## src/hdl/ixh_pkg.sv

```systemverilog
// ----------------------------------------------------------------------------
// ixh_pkg
// Shared widths, codes, controller/datapath interface types and helpers for
// the indexed d-ary min-heap.
// ----------------------------------------------------------------------------
`default_nettype none

package ixh_pkg;

  localparam int MAX_ITEMS = 256;
  localparam int KEY_BITS  = 32;
  localparam int MAX_ARITY = 8;

  localparam int ITEM_W  = 9;
  localparam int SLOT_W  = 9;
  localparam int ADDR_W  = $clog2(MAX_ITEMS);
  localparam int ARITY_W = 4;
  localparam int CH_W    = SLOT_W + ARITY_W + 1;
  localparam int RCP_SH  = SLOT_W + 3;
  localparam int RCP_W   = RCP_SH + 1;

  // ceil(2^RCP_SH / d), exact floor division for every heap slot
  localparam logic [RCP_W-1:0] RECIP [16] = '{
    RCP_W'(0), RCP_W'(0),
    RCP_W'((2**RCP_SH + 1) / 2), RCP_W'((2**RCP_SH + 2) / 3),
    RCP_W'((2**RCP_SH + 3) / 4), RCP_W'((2**RCP_SH + 4) / 5),
    RCP_W'((2**RCP_SH + 5) / 6), RCP_W'((2**RCP_SH + 6) / 7),
    RCP_W'((2**RCP_SH + 7) / 8), RCP_W'(0), RCP_W'(0), RCP_W'(0),
    RCP_W'(0), RCP_W'(0), RCP_W'(0), RCP_W'(0)
  };

  localparam logic [1:0] ACT_INSERT = 2'd0;
  localparam logic [1:0] ACT_REMOVE = 2'd1;
  localparam logic [1:0] ACT_DELMIN = 2'd2;
  localparam logic [1:0] ACT_CLEAR  = 2'd3;

  localparam logic [1:0] ST_OK    = 2'd0;
  localparam logic [1:0] ST_NONE  = 2'd1;
  localparam logic [1:0] ST_RANGE = 2'd2;

  localparam logic [4:0] OP_NOP     = 5'd0;
  localparam logic [4:0] OP_LOAD    = 5'd1;
  localparam logic [4:0] OP_CLEAR   = 5'd2;
  localparam logic [4:0] OP_BAD     = 5'd3;
  localparam logic [4:0] OP_EMPTY   = 5'd4;
  localparam logic [4:0] OP_RDROOT  = 5'd5;
  localparam logic [4:0] OP_TGTIN   = 5'd6;
  localparam logic [4:0] OP_TGTROOT = 5'd7;
  localparam logic [4:0] OP_ABSENT  = 5'd8;
  localparam logic [4:0] OP_TAKE    = 5'd9;
  localparam logic [4:0] OP_LAST    = 5'd10;
  localparam logic [4:0] OP_LKEY    = 5'd11;
  localparam logic [4:0] OP_INS     = 5'd12;
  localparam logic [4:0] OP_PAR     = 5'd13;
  localparam logic [4:0] OP_RDP     = 5'd14;
  localparam logic [4:0] OP_RDPK    = 5'd15;
  localparam logic [4:0] OP_UPMV    = 5'd16;
  localparam logic [4:0] OP_CHILD   = 5'd17;
  localparam logic [4:0] OP_RDC     = 5'd18;
  localparam logic [4:0] OP_RDCK    = 5'd19;
  localparam logic [4:0] OP_CMPC    = 5'd20;
  localparam logic [4:0] OP_DNMV    = 5'd21;
  localparam logic [4:0] OP_PLACE   = 5'd22;
  localparam logic [4:0] OP_OUT     = 5'd23;

  typedef struct packed {
    logic [4:0] op;
  } cmd_t;

  typedef struct packed {
    logic [1:0] act;
    logic       item_ok;
    logic       cnt_zero;
    logic       absent;
    logic       last_eq;
    logic       up;
    logic       root;
    logic       par_gt;
    logic       no_child;
    logic       more;
    logic       less;
    logic       out_busy;
  } sts_t;

  function automatic logic [ADDR_W-1:0] slot_addr(input logic [SLOT_W-1:0] s);
    logic [SLOT_W-1:0] t;
    t = s - SLOT_W'(1);
    return t[ADDR_W-1:0];
  endfunction

endpackage

`default_nettype wire

```

## src/hdl/ixh_ctrl.sv

```systemverilog
// ----------------------------------------------------------------------------
// ixh_ctrl
// Sequencer: decodes each action and steps the datapath through take-out,
// sift-up and sift-down one memory access at a time.
// ----------------------------------------------------------------------------
`default_nettype none

module ixh_ctrl
  import ixh_pkg::*;
(
  input  wire logic clk,
  input  wire logic rst_n,
  input  wire logic in_valid,
  output logic      in_stall,
  output cmd_t      cmd,
  input  wire sts_t sts
);

  localparam logic [4:0] S_IDLE  = 5'd0;
  localparam logic [4:0] S_DISP  = 5'd1;
  localparam logic [4:0] S_ROOT  = 5'd2;
  localparam logic [4:0] S_SLOT  = 5'd3;
  localparam logic [4:0] S_LAST  = 5'd4;
  localparam logic [4:0] S_LKEY  = 5'd5;
  localparam logic [4:0] S_INS   = 5'd6;
  localparam logic [4:0] S_UTEST = 5'd7;
  localparam logic [4:0] S_URDP  = 5'd8;
  localparam logic [4:0] S_URDK  = 5'd9;
  localparam logic [4:0] S_UCMP  = 5'd10;
  localparam logic [4:0] S_DSTRT = 5'd11;
  localparam logic [4:0] S_DRDS  = 5'd12;
  localparam logic [4:0] S_DRDK  = 5'd13;
  localparam logic [4:0] S_DCMP  = 5'd14;
  localparam logic [4:0] S_DDEC  = 5'd15;
  localparam logic [4:0] S_PLACE = 5'd16;
  localparam logic [4:0] S_END   = 5'd17;
  localparam logic [4:0] S_FIN   = 5'd18;

  logic [4:0] state_r, state_nxt;
  logic       ph_r, ph_nxt;

  assign in_stall = (state_r != S_IDLE);

  always_comb begin
    state_nxt = state_r;
    ph_nxt    = ph_r;
    cmd.op    = OP_NOP;
    case (state_r)
      S_IDLE: begin
        if (in_valid) begin
          cmd.op    = OP_LOAD;
          state_nxt = S_DISP;
        end
      end
      S_DISP: begin
        ph_nxt = 1'b0;
        if (sts.act == ACT_CLEAR) begin
          cmd.op    = OP_CLEAR;
          state_nxt = S_FIN;
        end else if (sts.act == ACT_DELMIN) begin
          if (sts.cnt_zero) begin
            cmd.op    = OP_EMPTY;
            state_nxt = S_FIN;
          end else begin
            cmd.op    = OP_RDROOT;
            state_nxt = S_ROOT;
          end
        end else if (!sts.item_ok) begin
          cmd.op    = OP_BAD;
          state_nxt = S_FIN;
        end else begin
          cmd.op    = OP_TGTIN;
          state_nxt = S_SLOT;
        end
      end
      S_ROOT: begin
        cmd.op    = OP_TGTROOT;
        state_nxt = S_SLOT;
      end
      S_SLOT: begin
        if (!sts.absent) begin
          cmd.op    = OP_TAKE;
          state_nxt = S_LAST;
        end else if (sts.act == ACT_INSERT) begin
          state_nxt = S_INS;
        end else begin
          cmd.op    = OP_ABSENT;
          state_nxt = S_FIN;
        end
      end
      S_LAST: begin
        cmd.op    = OP_LAST;
        state_nxt = sts.last_eq ? S_END : S_LKEY;
      end
      S_LKEY: begin
        cmd.op    = OP_LKEY;
        state_nxt = sts.up ? S_UTEST : S_DSTRT;
      end
      S_INS: begin
        cmd.op    = OP_INS;
        ph_nxt    = 1'b1;
        state_nxt = S_UTEST;
      end
      S_UTEST: begin
        if (sts.root) begin
          state_nxt = S_PLACE;
        end else begin
          cmd.op    = OP_PAR;
          state_nxt = S_URDP;
        end
      end
      S_URDP: begin
        cmd.op    = OP_RDP;
        state_nxt = S_URDK;
      end
      S_URDK: begin
        cmd.op    = OP_RDPK;
        state_nxt = S_UCMP;
      end
      S_UCMP: begin
        if (sts.par_gt) begin
          cmd.op    = OP_UPMV;
          state_nxt = S_UTEST;
        end else begin
          state_nxt = S_PLACE;
        end
      end
      S_DSTRT: begin
        cmd.op    = OP_CHILD;
        state_nxt = sts.no_child ? S_PLACE : S_DRDS;
      end
      S_DRDS: begin
        cmd.op    = OP_RDC;
        state_nxt = S_DRDK;
      end
      S_DRDK: begin
        cmd.op    = OP_RDCK;
        state_nxt = S_DCMP;
      end
      S_DCMP: begin
        cmd.op    = OP_CMPC;
        state_nxt = sts.more ? S_DRDS : S_DDEC;
      end
      S_DDEC: begin
        if (sts.less) begin
          cmd.op    = OP_DNMV;
          state_nxt = S_DSTRT;
        end else begin
          state_nxt = S_PLACE;
        end
      end
      S_PLACE: begin
        cmd.op    = OP_PLACE;
        state_nxt = S_END;
      end
      S_END: begin
        state_nxt = (!ph_r && (sts.act == ACT_INSERT)) ? S_INS : S_FIN;
      end
      S_FIN: begin
        if (!sts.out_busy) begin
          cmd.op    = OP_OUT;
          state_nxt = S_IDLE;
        end
      end
      default: state_nxt = S_IDLE;
    endcase
  end

  always_ff @(posedge clk) begin
    if (!rst_n) begin
      state_r <= S_IDLE;
      ph_r    <= 1'b0;
    end else begin
      state_r <= state_nxt;
      ph_r    <= ph_nxt;
    end
  end

endmodule

`default_nettype wire

```

## config.mk

```make
export PLATFORM = sky130hd
export DESIGN_NAME = ixh_ctrl
export DESIGN_NICKNAME = d
export VERILOG_FILES = /design/src/hdl/ixh_pkg.sv /design/src/hdl/ixh_ctrl.sv
export SDC_FILE = /design/constraint.sdc
export NUM_CORES = 1
export LEC_CHECK = 0
export BUFFER_PORTS_ARGS = -buffer_cell sky130_fd_sc_hd__buf_2
export CAP_MARGIN = 20
export CORE_MARGIN = 2
export CORE_UTILIZATION = 52
export DETAILED_ROUTE_END_ITERATION = 8
export PLACE_DENSITY = 0.91
export SYNTH_ARGS = -nofsm -noshare
export SYNTH_HDL_FRONTEND = slang
export SYNTH_SLANG_ARGS = --single-unit
```

## constraint.sdc

```tcl
create_clock -name clk -period 2.1 [get_ports clk]
set_input_delay 0.21 -clock clk [delete_from_list [all_inputs] [get_ports clk]]
set_output_delay 0.21 -clock clk [all_outputs]
set_load 0.05 [all_outputs]
```

==> impl_metrics.csv <==
group,metric,value,unit
synth,synth-xor-area-share,0,
cts,htree_num_levels,1,
floorplanning,die-area,1960,um^2
hold_path,holdPathEnd,"state_r[3]$_SDFFE_PN0P_",
sta,setup_viol,0,
synth,syn_inst,123,
run,cap_viol_max_count,0,
floorplanning,core,1510,um^2
power,peakVddDrop,0.000685,V
hold_path,min_path_type,"in -> reg",
cts,root_buffer,"clkbuf_4",
critical_path,max_stage_delay,0.55,ns
global_route,gr-total-overflow,0,
routing,wl,2760,um
cts,clkSlewWorstSetupHoldPaths,0.04,ns
critical_path,reg2reg_from,"state_r[2]$_SDFFE_PN0P_",
synth,synth-edff-count,0,
floorplanning,die_y,44.2,um
cells_and_area,layout.cells.non_filler,161,
cells_and_area,drive_gt1_frac,0.290,
cts,cts_setup_buffers,0,
cells_and_area,multiInputGateArea,662,um^2
synth,synth_ff_type,"dfxtp_1",
critical_path,path_buf_inv,2,
critical_path,path_depth,5,
critical_path,r2r_end,"state_r[4]$_SDFFE_PN0P_",
routing,dr_total_vias,1105,
synth,synth_nets,139,
synth,yosys.area_share.adder,0,
cells_and_area,fillCellCount,121,
sta,tightest_slew,0.547,ns
routing,ant_nets,0,
floorplanning,die_x,44.2,um
routing,drt_iter0_drc,97,
routing,vias_per_cell,6.86,
sta,finalCritPeriodShare,0.957,
critical_path,crit_chain,"inv_1, or4_1, a21oi_2, or3_1, clkbuf_4",
synth,synth.distinct_cells,45,
global_route,grt_max_degree,19,
sta,fmax,497,MHz
cts,clock_path_buffers,2,
critical_path,ff2ff_path_depth,5,
sta,relSlewSlack,0.630,
sta,final-hold-violation-count,0,
critical_path,crit_start,"state_r[0]$_SDFFE_PN0P_",
routing,firstDrtPassIters,4,
cts,cts.sinks,6,
synth,synth-simple-area-share,0.434,
cts,clock_latency,0.24,ns
global_route,grt_pass1_wl,4260,um
critical_path,critPathMaxFanout,5,
critical_path,required,1.89,ns
synth,async_reset_ff_frac,0,
global_route,grt_pass1_vias,947,
placed_design,dp_hpwl,1970,um
synth,ys_warn_count,0,
synth,ys_seq_area_frac,0.143,
global_route,antenna_found_initial,0,
sta,timing.final.crit_period,2.01,ns
cells_and_area,diodes,0,
synth,syn_area_per_cell,6.85,um^2
power,power.density,998,nW/um^2
global_route,grtUsageTotal,0.295,
synth,synthMuxAreaShare,0,
synth,synth_area,842,um^2
synth,synth_seq_cells,6,
critical_path,arrival,1.80,ns
critical_path,end_kind,"primary output",
hold_path,hp-start,"rst_n",
placed_design,place_congestion,0.966,
placed_design,port_buffers,21,
critical_path,r2r_slack,0.25,ns
sta,fin_ws,0.0893,ns
sta,finClkSkew,0.000884,ns
cts,cts-buffers-inserted,3,
sta,slew_viol_final,0,
critical_path,worstSetupPathType,"reg -> out",
floorplanning,initial_utilization,0.559,
synth,synth_top_family_by_area,"simple AND/OR/NAND/NOR gates",
cts,cts_tree,"done",
hold_path,min_delay_path_depth,2,
routing,wl_per_cell,17.1,um
placed_design,dpl_worst_slack,0.186,ns
floorplanning,rows,14,
cells_and_area,ff_latch_area,125,um^2
synth,synth_compound_area_frac,0.333,
run_status,status,"finished clean",
floorplanning,io_pins,22,
cells_and_area,syn2layout_area_growth,21.2,%
critical_path,critPathLaunchType,"register",
routing,remaining_drc_errors,0,
critical_path,crit_family,"simple AND/OR/NAND/NOR gates",
placed_design,dp.cells,158,
power,p_leak,0.399,nW
critical_path,cpMaxStageDelayCell,"or4_1",
cells_and_area,finalNetCount,163,
==> stage by stage <==
stage	hold slack, ns	area (um^2)	utilization	TNS, ns	power, mW
finish	0.252	1020	0.678	0	1.02
global route	0.248	1020	0.678	-0.0121	1.08
CTS	0.251	998	0.663	0	0.980
detailed placement	0.485	970	0.644	0	0.862
global placement	0.475	970	0.644	0	0.855
floorplan	0.338	842	-	0	0.693
==> flip-flops by register name, summed over array words and instances (netlist names) <==
name     count
state_r      5
ph_r         1
==> cells in the mapped netlist, drive strengths merged (3+ instances only) <==
cell,n,share of area
a21oi,6,0.036
inv,5,0.022
nand2b,6,0.045
o21ai,8,0.048
dfxtp,6,0.14
nor2b,8,0.059
nand2,13,0.058
nor3,4,0.024
nor4b,3,0.031
or4,3,0.027
clkbuf,3,0.013
buf,7,0.055
nor2,10,0.045
or3,3,0.022
==> worst max-delay path by stage <==
stage / endpoint / slack [ns]
floorplan: cmd[0] / 0.08
global placement: state_r[4]$_SDFFE_PN0P_ / 0.24
detailed placement: state_r[0]$_SDFFE_PN0P_ / 0.19
CTS: cmd[2] / 0.004
global route: cmd[1] / -0.01
finish: cmd[2] / 0.09
==> where the power goes <==
part,switching (mW),internal [mW],leakage (nW)
clock network,0.0384,0.0644,0.0138
logic,0.484,0.253,0.335
registers,0.0411,0.137,0.0508
==> metal layers <==
metal | share of wire | GRT usage
met4 | 0.026 | 0.0667
met3 | 0.11 | 0.0898
met2 | 0.48 | 0.474
met1 | 0.38 | 0.387
met5 | 0 | 0
==> placed cells by master (no fill, tap or decap), drive strengths merged, types with 2 or more instances in the layout <==
cell type  netlist  layout
o41a             2       2
o21ai            8       8
nor2b            8       8
o21a             2       2
dfxtp            6       6
a221oi           2       2
nor3             4       4
a21boi           2       2
nor2            10      10
o41ai            2       2
or4              3       3
nand3            2       2
nand2           13      13
nor4             2       2
nand4b           2       2
nor4b            3       3
buf              7      27
clkbuf           3       5
a21oi            6       6
o22ai            2       2
inv              5       5
nand2b           6       6
or3              3       3
or4bb            2       2
==> timing repair <==
item | in CTS | in global routing
setup endpoints to repair | 3 | 5
hold buffers | 0 | 0
endpoints found under the hold margin | 0 | 0
gates resized for setup | 2 | 10
==> worst reg2reg max path, stage by stage, from the launching register on <==
cell      delay [ns]
dfxtp_2         0.35
buf_4           0.19
nand2b_1        0.22
nor4bb_1        0.11
or4_1           0.47
o41a_1          0.38
==> cell type report <==
class                   count  area share
multi-input cells         102       0.648
flip-flops and latches      6       0.123
repair buffers             29       0.169
clock buffers               3      0.0221
well taps                  16      0.0196
inverters                   5      0.0184
==> kinds of logic (layout without fill, tap and decap cells) <==
kind of cell,after synthesis,in the layout
AO/OA/AOI/OAI,39,39
buffers and inverters,15,37
flip-flops,6,6
AND/OR/NAND/NOR,63,63
No activity file was read; power rests on OpenSTA's default activity.
